--- src/rtl/kst_pkg.sv ---
package kst_pkg;

  typedef enum logic [1:0] {
    ACT_INSERT = 2'd0,
    ACT_REMOVE = 2'd1,
    ACT_LOOKUP = 2'd2,
    ACT_READ   = 2'd3
  } action_e;

  typedef enum logic [1:0] {
    ST_OK   = 2'd0,
    ST_FULL = 2'd1,
    ST_MISS = 2'd2
  } status_e;

  typedef enum logic [2:0] {
    RES_FULL,
    RES_INS,
    RES_REM,
    RES_HIT,
    RES_MISS,
    RES_READ
  } res_e;

  typedef enum logic [2:0] {
    S_IDLE,
    S_DISPATCH,
    S_INS_SCAN,
    S_LK_RD,
    S_LK_CMP,
    S_RD_OUT
  } state_e;

  typedef struct packed {
    logic        [1:0]  action;
    logic signed [31:0] key;
    logic signed [31:0] rid;
    logic        [3:0]  slot;
  } in_item_t;

  typedef struct packed {
    logic        [1:0]  status;
    logic signed [31:0] rid_out;
    logic signed [31:0] key_out;
    logic        [3:0]  slot_out;
    logic               full_res;
    logic        [15:0] occupancy;
  } out_item_t;

  typedef struct packed {
    logic cap;
    logic idx_clr;
    logic idx_inc;
    logic rd_idx;
    logic rd_slot;
    logic ins_wr;
    logic rem;
    logic load;
    res_e res;
  } kst_cmd_t;

  typedef struct packed {
    action_e act;
    logic    full;
    logic    vbit;
    logic    last;
    logic    match;
    logic    out_free;
  } kst_sts_t;

endpackage

--- src/rtl/kst_ctrl.sv ---
module kst_ctrl (
  input  logic              clk_i,
  input  logic              rst_ni,
  input  logic              in_valid_i,
  output logic              in_ready_o,
  input  kst_pkg::kst_sts_t sts_i,
  output kst_pkg::kst_cmd_t cmd_o
);

  kst_pkg::state_e state_q, state_d;

  always_ff @(posedge clk_i or negedge rst_ni) begin
    if (!rst_ni) begin
      state_q <= kst_pkg::S_IDLE;
    end else begin
      state_q <= state_d;
    end
  end

  always_comb begin
    state_d    = state_q;
    cmd_o      = '0;
    cmd_o.res  = kst_pkg::RES_FULL;
    in_ready_o = 1'b0;
    case (state_q)
      kst_pkg::S_IDLE: begin
        in_ready_o = 1'b1;
        if (in_valid_i) begin
          cmd_o.cap     = 1'b1;
          cmd_o.idx_clr = 1'b1;
          state_d       = kst_pkg::S_DISPATCH;
        end
      end
      kst_pkg::S_DISPATCH: begin
        case (sts_i.act)
          kst_pkg::ACT_INSERT: begin
            if (!sts_i.full) begin
              state_d = kst_pkg::S_INS_SCAN;
            end else if (sts_i.out_free) begin
              cmd_o.load = 1'b1;
              cmd_o.res  = kst_pkg::RES_FULL;
              state_d    = kst_pkg::S_IDLE;
            end
          end
          kst_pkg::ACT_REMOVE: begin
            if (sts_i.out_free) begin
              cmd_o.rem  = 1'b1;
              cmd_o.load = 1'b1;
              cmd_o.res  = kst_pkg::RES_REM;
              state_d    = kst_pkg::S_IDLE;
            end
          end
          kst_pkg::ACT_LOOKUP: begin
            state_d = kst_pkg::S_LK_RD;
          end
          default: begin
            cmd_o.rd_slot = 1'b1;
            state_d       = kst_pkg::S_RD_OUT;
          end
        endcase
      end
      kst_pkg::S_INS_SCAN: begin
        if (sts_i.vbit) begin
          cmd_o.idx_inc = 1'b1;
        end else if (sts_i.out_free) begin
          cmd_o.ins_wr = 1'b1;
          cmd_o.load   = 1'b1;
          cmd_o.res    = kst_pkg::RES_INS;
          state_d      = kst_pkg::S_IDLE;
        end
      end
      kst_pkg::S_LK_RD: begin
        if (sts_i.vbit) begin
          cmd_o.rd_idx = 1'b1;
          state_d      = kst_pkg::S_LK_CMP;
        end else if (!sts_i.last) begin
          cmd_o.idx_inc = 1'b1;
        end else if (sts_i.out_free) begin
          cmd_o.load = 1'b1;
          cmd_o.res  = kst_pkg::RES_MISS;
          state_d    = kst_pkg::S_IDLE;
        end
      end
      kst_pkg::S_LK_CMP: begin
        if (sts_i.match) begin
          if (sts_i.out_free) begin
            cmd_o.load = 1'b1;
            cmd_o.res  = kst_pkg::RES_HIT;
            state_d    = kst_pkg::S_IDLE;
          end
        end else if (!sts_i.last) begin
          cmd_o.idx_inc = 1'b1;
          state_d       = kst_pkg::S_LK_RD;
        end else if (sts_i.out_free) begin
          cmd_o.load = 1'b1;
          cmd_o.res  = kst_pkg::RES_MISS;
          state_d    = kst_pkg::S_IDLE;
        end
      end
      kst_pkg::S_RD_OUT: begin
        if (sts_i.out_free) begin
          cmd_o.load = 1'b1;
          cmd_o.res  = kst_pkg::RES_READ;
          state_d    = kst_pkg::S_IDLE;
        end
      end
      default: begin
        state_d = kst_pkg::S_IDLE;
      end
    endcase
  end

endmodule

--- src/rtl/kst_dp.sv ---
module kst_dp #(
  parameter int N_SLOTS = 16
) (
  input  logic               clk_i,
  input  logic               rst_ni,
  input  kst_pkg::in_item_t  in_data_i,
  input  kst_pkg::kst_cmd_t  cmd_i,
  output kst_pkg::kst_sts_t  sts_o,
  output logic               out_valid_o,
  input  logic               out_ready_i,
  output kst_pkg::out_item_t out_data_o
);

  localparam int IDX_W = (N_SLOTS > 1) ? $clog2(N_SLOTS) : 1;

  kst_pkg::in_item_t  item_q;
  logic [IDX_W-1:0]   idx_q;
  logic [N_SLOTS-1:0] valid_q, valid_d;
  logic [63:0]        mem [N_SLOTS];
  logic [63:0]        rd_q;
  logic               out_valid_q;
  kst_pkg::out_item_t out_q, out_d;
  logic [IDX_W-1:0]   slot_idx;
  logic               slot_ok;
  logic               slot_vbit;

  assign slot_idx  = IDX_W'(item_q.slot);
  assign slot_ok   = (32'(item_q.slot) < N_SLOTS);
  assign slot_vbit = slot_ok && valid_q[slot_idx];

  always_ff @(posedge clk_i) begin
    if (cmd_i.cap) begin
      item_q <= in_data_i;
    end
    if (cmd_i.ins_wr) begin
      mem[idx_q] <= {item_q.key, item_q.rid};
    end
    if (cmd_i.rd_idx) begin
      rd_q <= mem[idx_q];
    end else if (cmd_i.rd_slot && slot_ok) begin
      rd_q <= mem[slot_idx];
    end
    if (cmd_i.load) begin
      out_q <= out_d;
    end
  end

  always_ff @(posedge clk_i or negedge rst_ni) begin
    if (!rst_ni) begin
      idx_q       <= '0;
      valid_q     <= '0;
      out_valid_q <= 1'b0;
    end else begin
      if (cmd_i.idx_clr) begin
        idx_q <= '0;
      end else if (cmd_i.idx_inc) begin
        idx_q <= idx_q + 1'b1;
      end
      valid_q <= valid_d;
      if (cmd_i.load) begin
        out_valid_q <= 1'b1;
      end else if (out_ready_i) begin
        out_valid_q <= 1'b0;
      end
    end
  end

  always_comb begin
    valid_d = valid_q;
    if (cmd_i.ins_wr) begin
      valid_d[idx_q] = 1'b1;
    end
    if (cmd_i.rem && slot_ok) begin
      valid_d[slot_idx] = 1'b0;
    end
  end

  always_comb begin
    out_d           = '0;
    out_d.status    = kst_pkg::ST_OK;
    out_d.full_res  = &valid_d;
    out_d.occupancy = 16'(valid_d);
    case (cmd_i.res)
      kst_pkg::RES_FULL: begin
        out_d.status = kst_pkg::ST_FULL;
      end
      kst_pkg::RES_INS: begin
        out_d.slot_out = 4'(idx_q);
      end
      kst_pkg::RES_REM: begin
        out_d.status   = slot_vbit ? kst_pkg::ST_OK : kst_pkg::ST_MISS;
        out_d.slot_out = item_q.slot;
      end
      kst_pkg::RES_HIT: begin
        out_d.key_out  = rd_q[63:32];
        out_d.rid_out  = rd_q[31:0];
        out_d.slot_out = 4'(idx_q);
      end
      kst_pkg::RES_MISS: begin
        out_d.status  = kst_pkg::ST_MISS;
        out_d.rid_out = '1;
      end
      kst_pkg::RES_READ: begin
        out_d.status   = slot_vbit ? kst_pkg::ST_OK : kst_pkg::ST_MISS;
        out_d.slot_out = item_q.slot;
        if (slot_ok) begin
          out_d.key_out = rd_q[63:32];
          out_d.rid_out = rd_q[31:0];
        end
      end
      default: begin
        out_d.status = kst_pkg::ST_MISS;
      end
    endcase
  end

  always_comb begin
    sts_o          = '0;
    sts_o.act      = kst_pkg::action_e'(item_q.action);
    sts_o.full     = &valid_q;
    sts_o.vbit     = valid_q[idx_q];
    sts_o.last     = (idx_q == IDX_W'(N_SLOTS - 1));
    sts_o.match    = (rd_q[63:32] == item_q.key);
    sts_o.out_free = !out_valid_q || out_ready_i;
  end

  assign out_valid_o = out_valid_q;
  assign out_data_o  = out_q;

endmodule

--- src/rtl/keyed_slot_table_top.sv ---
// Insert scans up from slot 0 to the lowest free slot; remove and a full insert
// answer from dispatch; read fetches its slot first; lookup walks the slots until a
// match, skipping empty ones and reading then comparing occupied ones (one read port).
// One item at a time: the next input is taken the cycle after its result is registered.
// Reset clears the occupancy map and the control state at once; slot contents
// stay undefined until written and get no clearing pass.
module keyed_slot_table_top #(
  parameter int N_SLOTS = 16
) (
  input  logic               clk_i,
  input  logic               rst_ni,
  input  logic               in_valid_i,
  output logic               in_ready_o,
  input  kst_pkg::in_item_t  in_data_i,
  output logic               out_valid_o,
  input  logic               out_ready_i,
  output kst_pkg::out_item_t out_data_o
);

  kst_pkg::kst_cmd_t cmd;
  kst_pkg::kst_sts_t sts;

  kst_ctrl u_ctrl (
    .clk_i      (clk_i),
    .rst_ni     (rst_ni),
    .in_valid_i (in_valid_i),
    .in_ready_o (in_ready_o),
    .sts_i      (sts),
    .cmd_o      (cmd)
  );

  kst_dp #(
    .N_SLOTS (N_SLOTS)
  ) u_dp (
    .clk_i       (clk_i),
    .rst_ni      (rst_ni),
    .in_data_i   (in_data_i),
    .cmd_i       (cmd),
    .sts_o       (sts),
    .out_valid_o (out_valid_o),
    .out_ready_i (out_ready_i),
    .out_data_o  (out_data_o)
  );

endmodule

--- config.mk ---
export PLATFORM = sky130hd
export DESIGN_NAME = keyed_slot_table_top
export DESIGN_NICKNAME = d
export VERILOG_FILES = /design/src/rtl/kst_pkg.sv /design/src/rtl/kst_ctrl.sv /design/src/rtl/kst_dp.sv /design/src/rtl/keyed_slot_table_top.sv
export SDC_FILE = /design/constraint.sdc
export NUM_CORES = 1
export LEC_CHECK = 0
export BUFFER_PORTS_ARGS = -buffer_cell sky130_fd_sc_hd__buf_2
export CAP_MARGIN = 25
export CORE_UTILIZATION = 45
export CTS_CLUSTER_DIAMETER = 200
export CTS_CLUSTER_SIZE = 28
export DETAILED_ROUTE_END_ITERATION = 7
export PLACE_DENSITY = 0.64
export SETUP_SLACK_MARGIN = 0.3
export SYNTH_ARGS = -nofsm -noshare
export SYNTH_HDL_FRONTEND = slang
export SYNTH_HIERARCHICAL = 1
export SYNTH_SLANG_ARGS = --single-unit
--- constraint.sdc ---
create_clock -name clk_i -period 17.2 [get_ports clk_i]
set_input_delay 0.86 -clock clk_i [delete_from_list [all_inputs] [get_ports clk_i]]
set_output_delay 0.86 -clock clk_i [all_outputs]
set_load 0.02 [all_outputs]
# Word-level counts from Yosys, hierarchy flattened
# Memory sizes are Yosys's and may differ from the RTL's. A register that Yosys moved wholly into a read port is not among the register bits.
# Index checks and enable logic that the tools add are counted.
word_totals:
  ramBits: 1024
  n_memories: 1
  register_bits: 245
  elab_cells: 120
classes:
  order_cmp: 4
  n_addsub: 1
  bitwise: 3
  eq_ne: 17
  n_reduce_logical: 17
  muxes: 62
mem_list:
  columns: ["memory", "depth", "word_bits", "rd", "rd_ports_with_merged_regs", "wr", "line", "text"]
  rows:
  - ["u_dp.mem", 16, 64, 2, 1, 1, "kst_dp.sv:19", "logic [63:0] mem [N_SLOTS];"]
op_table:
  columns: ["cell", "n"]
  rows:
  - ["64-bit 2-to-1 mux", 2]
  - ["32-bit one-hot mux with 2 select lines", 1]
  - ["4-bit 2-to-1 mux", 13]
  - ["32-bit equality test", 1]
  - ["16-bit 2-to-1 mux", 2]
  - ["16-bit AND reduction", 2]
  - ["3-bit 2-to-1 mux", 8]
  - ["1-bit 2-to-1 mux", 21]
  - ["4-bit one-hot mux with 5 select lines", 1]
  - ["3-bit one-hot mux with 6 select lines", 1]
  - ["16-bit AND", 1]
  - ["16-bit inverter", 1]
  - ["16-bit bitwise OR", 1]
  - ["4-bit one-hot mux with 2 select lines", 2]
  - ["3-bit by 2-bit equality test with 1-bit output (second input constant)", 4]
  - ["3-bit equality test (second input constant)", 4]
  - ["4-bit by 5-bit < comparator with 1-bit output (second input constant)", 2]
  - ["3-bit one-hot mux with 3 select lines", 1]
  - ["1-bit binary-select mux with 4-bit select", 2]
  - ["1-bit demux with 4-bit select", 2]
  - ["4-bit by 1-bit >= comparator with 1-bit output (second input constant)", 2]
  - ["3-bit by 1-bit equality test with 1-bit output (second input constant)", 2]
  - ["3-bit zero test", 2]
  - ["2-bit 2-to-1 mux", 3]
  - ["other kinds (17)", 23]

# Longest topological paths before layout
# Gate-level depths: netlist of the first run.
depth:
  word_depth: 9
  ltp_mapped: 14
  depth_no_buf: 12

# Hierarchy
# Netlist of the first run, hierarchy kept.
modules_own_cells:
  columns: ["mod", "area_per_inst_um2", "seq_area_each_um2", "cells_each", "n_inst"]
  rows:
  - ["kst_dp", 57109.8, 37991.4, 2611, 1]
  - ["kst_ctrl", 471.7, 75.1, 65, 1]

# Worst setup path after synthesis of the first run
# Ideal clock, no wire load.
synth_path:
  kind: "flip-flop to flip-flop"
  startpoint: "reg u_dp.idx_q[0]"
  endpoint: "reg u_dp.out_q, in the netlist u_dp/out_data_o[16] (data pin)"
  stages_incl_launch_ff: 12
  setup_slack_ns: 10.659
  t_arrival_ns: 6.407
  path_buffers: 2
  required_ns: 17.066
  setup_time_ns: 0.134
  cell_sequence: "dfrtp_1 clkbuf_2 buf_4 mux4_2 mux4_2 or3b_4 nor3b_1 nor2b_1 nor2b_1 o22ai_1 nor4_1 and4_1"
synth_rtl:
  columns: ["element", "line", "text"]
  rows:
  - ["start, declared", "kst_dp.sv:17", "logic [IDX_W-1:0] idx_q;"]
  - ["start signal, assigned", "kst_dp.sv:57", "idx_q <= idx_q + 1'b1;"]
  - ["end signal, assigned", "kst_dp.sv:44", "out_q <= out_d;"]
  - ["end, declared", "kst_dp.sv:22", "kst_pkg::out_item_t out_q, out_d;"]

==> impl_metrics.yaml, run 1 <==
clock_tree:
  cts_buffers: 51
  post_cts_buffers: 0
  htreeDepth: 2
  cts.path.max_buffers: 3
  clk_pin_slew_ns: 0.11
  cts_sinks: 1273
  cts-root-buf: "clkbuf_16"
  clk_latency_ns: 0.71
  holdBufCountCts: 0
  cts_resized: 0
  cts_tree: "built"
sta:
  period_needed_ns: 5.69
  min_period_over_period_pct: 33.1
  tightestPinTransition_ns: 1.10
  fin_ws_ns: 11.51
  fmax_mhz: 176
  setup_viol: 0
  hold_viol_final: 0
  rsz0062_at_grt: "no"
  hold_ws_ns: 0.166
  setup_tns_ns: 0
  max-slew-margin-rel_pct: 26.8
  fin_skew_ns: 0.0301
  maxSlewViolCount: 0
global_routing:
  antenna_found_initial: 5
  grt-ovfl-total: 0
  grtUsageTotal_pct: 21.8
  grt_pass1_vias: 30600
  grt_max_degree: 148
  grt_pass1_wl_um: 208000
placed_design:
  gp_congestion: 0.832
  numPortBuffers: 162
  dpl.hpwl_um: 79200
  place_worst_setup_slack_ns: 11.64
  place_area_sq_um: 59800
critical_path:
  critPathTopFamily: "simple AND/OR/NAND/NOR gates"
  crit_buf_inv: 2
  cp.required_ns: 17.54
  reg2reg_from: "u_dp/idx_q[1]"
  max_stage_delay_ns: 1.07
  start_kind: "flip-flop"
  reg2reg_depth: 8
  crit_chain: "mux4_2 -> mux4_2 -> or3b_4 -> nor3b_1 -> nor2b_1 -> nor2b_4 -> buf_4 -> buf_4"
  path_max_fanout: 58
  worst-path-stages: 8
  path_class: "flip-flop to flip-flop"
  rr_endpoint: "u_dp/mem[10][30]"
  arrival_ns: 6.03
  critical_path.slowest_cell: "dfrtp_4"
  end_kind: "flip-flop"
  regToRegSetupSlack_ns: 11.51
routing:
  vias_per_cell: 6.56
  drtAntennaViolNets: 0
  route.met3.wl_um: 8330
  drt_iter0_drc: 2673
  wl_met2_um: 74700
  drt-met1-wl_um: 55800
  top_layer: "met5"
  routedWlPerCell_um: 32.3
  drc: 0
  routed_wl_um: 142000
  first_pass_iters: 6
  num_vias: 28900
synthesis:
  synth-main-ff-cell: "edfxtp_1"
  synth.area.top_cells: "edfxtp_1, mux4_2, mux2i_1"
  ys_ff_latch: 1273
  avgSynthCellArea_sq_um: 21.5
  synth_top_area_cell: "edfxtp_1"
  ys_seq_area_share_pct: 66.1
  syn-num-nets: 2754
  ys_types: 63
  async_flop_share_pct: 1.89
  synth_top_cell_area_share_pct: 64.9
  syn-cell-area_sq_um: 57600
  syn_inst: 2676
  yosysWarnings: 6
  synth_edf_count: 1245
power_and_ir_drop:
  irDropWorstVdd_uv: 139
  power.share.combinational_pct: 34.5
  clockPowerShare_pct: 16.7
  seq_power_share_pct: 48.8
  swShare_pct: 33.3
  switching_power_uw: 2930
  powerDensity_nw_per_um2: 144
  p_int_uw: 5860
  power.leakage_uw: 0.0195
finish:
  fill_cells: 10100
  layout_common_cells: "edfxtp_1, mux4_2, mux2i_1, buf_2, mux4_1"
  seq_area_sq_um: 38100
  fin_nets: 2817
  post-route-util_pct: 48.4
  area_delta_synth_final_pct: 6.20
  drive_gt1_share_pct: 30.5
  final_area_sq_um: 61200
  multi_input_area_sq_um: 18400
  antennaDiodeCount: 0
  layout_commonest_cell: "edfxtp_1"
floorplanning:
  die_area_sq_um: 129000
  fp-row-count: 130
  start_util_pct: 45.6
  core_sq_um: 126000
  die_w_um: 360
  die_y_um: 360
  io-pin-count: 163
outcome:
  status: "completed"
flow_run:
  drv_cap: 0
min_path:
  min_path_type: "input pin to async pin"
==> state kept, by name, indices dropped and copies added, names as in the netlist, named ones only <==
register and cells:
u_dp/idx_q 4, u_ctrl/state_q 3, u_dp/out_valid_o 1, u_dp/slot_idx 4
u_dp/item_q 64, u_dp/mem 1024, u_dp/valid_q 16, u_dp/out_data_o 87
u_dp/sts_o 2, u_dp/rd_q 64
==> metal layers <==
layer / track usage, % / vias up
li1: - / 11800
met1: 28.3 / 15700
met2: 38.9 / 1197
met3: 2.54 / 204
met4: 5.28 / 2
met5: 0 / -
==> how the worst max path moves through the flow <==
| stage | endpoint | slack [ns] | startpoint |
|---|---|---|---|
| 2_1_floorplan | u_dp/out_data_o[16] | 10.66 | u_dp/idx_q[0] |
| 3_3_place_gp | u_dp/mem[10][30] | 11.76 | u_dp/idx_q[1] |
| 3_5_place_dp | u_dp/mem[10][29] | 11.64 | u_dp/idx_q[1] |
| 4_1_cts | u_dp/mem[10][30] | 11.64 | u_dp/idx_q[1] |
| 5_1_grt | u_dp/mem[10][30] | 11.40 | u_dp/idx_q[1] |
| 6_report | u_dp/mem[10][30] | 11.51 | u_dp/idx_q[1] |
==> power groups by stage <==
stage | Sequential [uW] | Combinational [uW] | Clock (uW)
after global placement | 4340 | 3000 | 0
after global routing | 4340 | 3210 | 1600
final | 4290 | 3030 | 1470
after floorplan | 4210 | 2290 | 0
after CTS | 4290 | 3060 | 1510
after detailed placement | 4360 | 3050 | 0
==> Yosys cell counts (7+ instances only) <==
cell,instances
a21o_1,32
nand2_1,19
o21ai_0,14
dfrtp_1,24
buf_6,30
mux2i_1,259
buf_2,62
nor2b_1,12
a22o_1,25
and2_1,14
and3_1,38
xor2_1,37
buf_1,8
mux4_2,426
nor2_1,21
buf_4,33
clkbuf_1,56
a22o_2,39
nand4_1,7
edfxtp_1,1245
a221oi_2,64
mux4_1,95
nor4_1,10
a2bb2oi_1,9
==> area by class of cell <==
cell class | instances | area share (%)
Inverter | 5 | 0.0307
Clock buffer | 61 | 2.18
Timing Repair Buffer | 211 | 2.05
Multi-Input combinational cell | 1197 | 30.0
Clock inverter | 3 | 0.0675
Sequential cell | 1273 | 62.3
Tap cell | 1650 | 3.38
==> cell families after synthesis <==
group	share of synthesized area, %
AOI/OAI and AO/OA	3.80
xor gates and xnor gates	0.578
adders and majority gates	0.0869
buffers and inverters	2.23
DFF	66.1
muxes	25.6
and+or+nand+nor	1.60
==> worst reg2reg max path, stage by stage, from the launching register on <==
cell and delay [ns]:
dfrtp_4 1.07, mux4_2 0.45, mux4_2 0.56, or3b_4 0.44
nor3b_1 0.73, nor2b_1 0.55, nor2b_4 0.27, buf_4 0.52
buf_4 0.72
==> metrics by stage <==
stage	cells	total power, uW
after floorplan	2676	6500
after CTS	4399	8860
after global placement	4334	7340
final	4400	8790
after detailed placement	4335	7420
after global routing	4400	9140
Power figures use the tool's default switching activity.
==> run 2, diff against run 1 <==
==> constraint.sdc (replaced) <==
create_clock -name clk_i -period 5.5 [get_ports clk_i]
set_input_delay 0.275 -clock clk_i [delete_from_list [all_inputs] [get_ports clk_i]]
set_output_delay 0.275 -clock clk_i [all_outputs]
set_load 0.02 [all_outputs]
==> run 2 against run 1 <==
Wire length increased by 4.0%; critical path type unchanged; largest cell class unchanged; combinational power rose to 3.3 times the previous value; sequential power rose to 3.1 times the previous value.
==> impl_metrics.yaml, run 2 (same netlist as run 1, synthesis figures left out) <==
outcome:
  status: "completed"
sta:
  period_needed_ns: 4.70
  tightestPinTransition_ns: 1.22
  fin_ws_ns: 0.802
  setup_tns_ns: 0
  min_period_over_period_pct: 85.4
  hold_ws_ns: 0.126
  rsz0062_at_grt: "no"
  setup_viol: 0
  fin_skew_ns: 0.0198
  maxSlewViolCount: 0
  hold_viol_final: 0
  fmax_mhz: 213
  max-slew-margin-rel_pct: 18.8
floorplanning:
  io-pin-count: 163
  die_w_um: 360
  start_util_pct: 45.6
  core_sq_um: 126000
  fp-row-count: 130
  die_y_um: 360
  die_area_sq_um: 129000
routing:
  routedWlPerCell_um: 32.9
  num_vias: 29400
  drc: 0
  drt_iter0_drc: 2879
  first_pass_iters: 5
  drtAntennaViolNets: 0
  routed_wl_um: 148000
  vias_per_cell: 6.54
finish:
  layout_common_cells: "edfxtp_1, mux4_2, mux2i_1, buf_2, mux4_1"
  fin_nets: 2908
  drive_gt1_share_pct: 30.2
  top_register: "u_dp/mem"
  post-route-util_pct: 49.4
  area_delta_synth_final_pct: 8.32
  largest_reg_flops: 1024
  layout_commonest_cell: "edfxtp_1"
clock_tree:
  cts_sinks: 1273
  post_cts_buffers: 0
  cts.path.max_buffers: 3
  cts_tree: "built"
  clk_pin_slew_ns: 0.11
  cts_buffers: 51
  cts-root-buf: "clkbuf_16"
  htreeDepth: 2
  clk_latency_ns: 0.69
global_routing:
  grt_pass1_wl_um: 215000
  grtUsageTotal_pct: 22.7
  grt_max_degree: 153
  antenna_found_initial: 1
  grt-ovfl-total: 0
  grt_pass1_vias: 30800
critical_path:
  path_max_fanout: 32
  path_class: "flip-flop to flip-flop"
  end_kind: "flip-flop"
  reg2reg_from: "u_dp/item_q[41]"
  arrival_ns: 5.27
  cp.required_ns: 6.07
  startpoint: "u_dp/item_q[41]"
  start_kind: "flip-flop"
power_and_ir_drop:
  powerDensity_nw_per_um2: 445
  power.leakage_uw: 0.0200
  irDropWorstVdd_uv: 488
  power.total_uw: 27800
placed_design:
  place_worst_setup_slack_ns: 0.732
  dpl.hpwl_um: 79400
  gp_congestion: 0.825
  numPortBuffers: 162
flow_run:
  drv_cap: 0
min_path:
  min_path_type: "input pin to async pin"
## run 2: path summary, 6_finish.rpt
check	to	slack, ns	depth (start not counted)
worst max-delay path	u_dp/out_data_o[75]	0.80	13
worst min-delay path	u_dp/out_valid_o	0.13	2
worst max register to register	u_dp/out_data_o[75]	0.80	13
worst min register to register	u_dp/out_data_o[61]	0.54	1
max in group asynchronous	u_dp/idx_q[1]	4.91	2
min in group clk_i	u_dp/out_valid_o	0.19	3
## run 2: final cells by class
cell class | instances | area [sq um]
tap | 1650 | 2060
timing repair buffer | 302 | 2470
inverter | 5 | 18.8
fill | 10000 | 63800
multi-input combinational | 1197 | 18400
sequential | 1273 | 38100
clock buffer | 61 | 1340
antenna | 1 | 2.50
clock inverter | 3 | 41.3
## run 2: what timing repair did
| item | in CTS | in global routing |
|---|---|---|
| hold buffers | 72 | 0 |
| gates resized for setup | 0 | 0 |
| setup endpoints to repair | 0 | 0 |
| hold endpoints to repair | 99 | 0 |
## run 2: per-stage QoR
step                      instance area [sq um]  instances
after floorplan                           57600       2676
after global placement                    60200       4353
after detailed placement                  60300       4355
after CTS                                 62400       4491
after global routing                      62400       4491
final                                     62400       4492
## run 2: worst max-delay path: stages, from the launching register on
cell and delay, ns:
edfxtp_1 0.62, xor2_1 0.26, nor4_1 0.59, nand4_1 0.32
nor2_1 0.49, inv_1 0.09, a21oi_1 0.16, o22ai_1 0.09
and2_1 0.30, xor2_4 0.59, buf_16 0.25, and2_1 0.15
buf_4 0.41, a21o_1 0.21
## run 2: power breakdown
group / internal, uW / leakage (uW) / switching, uW
registers: 12200 / 0.0116 / 1070
clock network: 1740 / 0.000670 / 2850
logic: 4560 / 0.00774 / 5360
total: 18500 / 0.0200 / 9280
## run 2: routing by layer
metal	GRT usage, %	up-vias	part of all wire (%)
li1	-	11900	-
met1	30.4	16100	40
met2	39.7	1171	52
met3	2.58	183	6.2
met4	5.51	0	2.3
met5	0	-	0
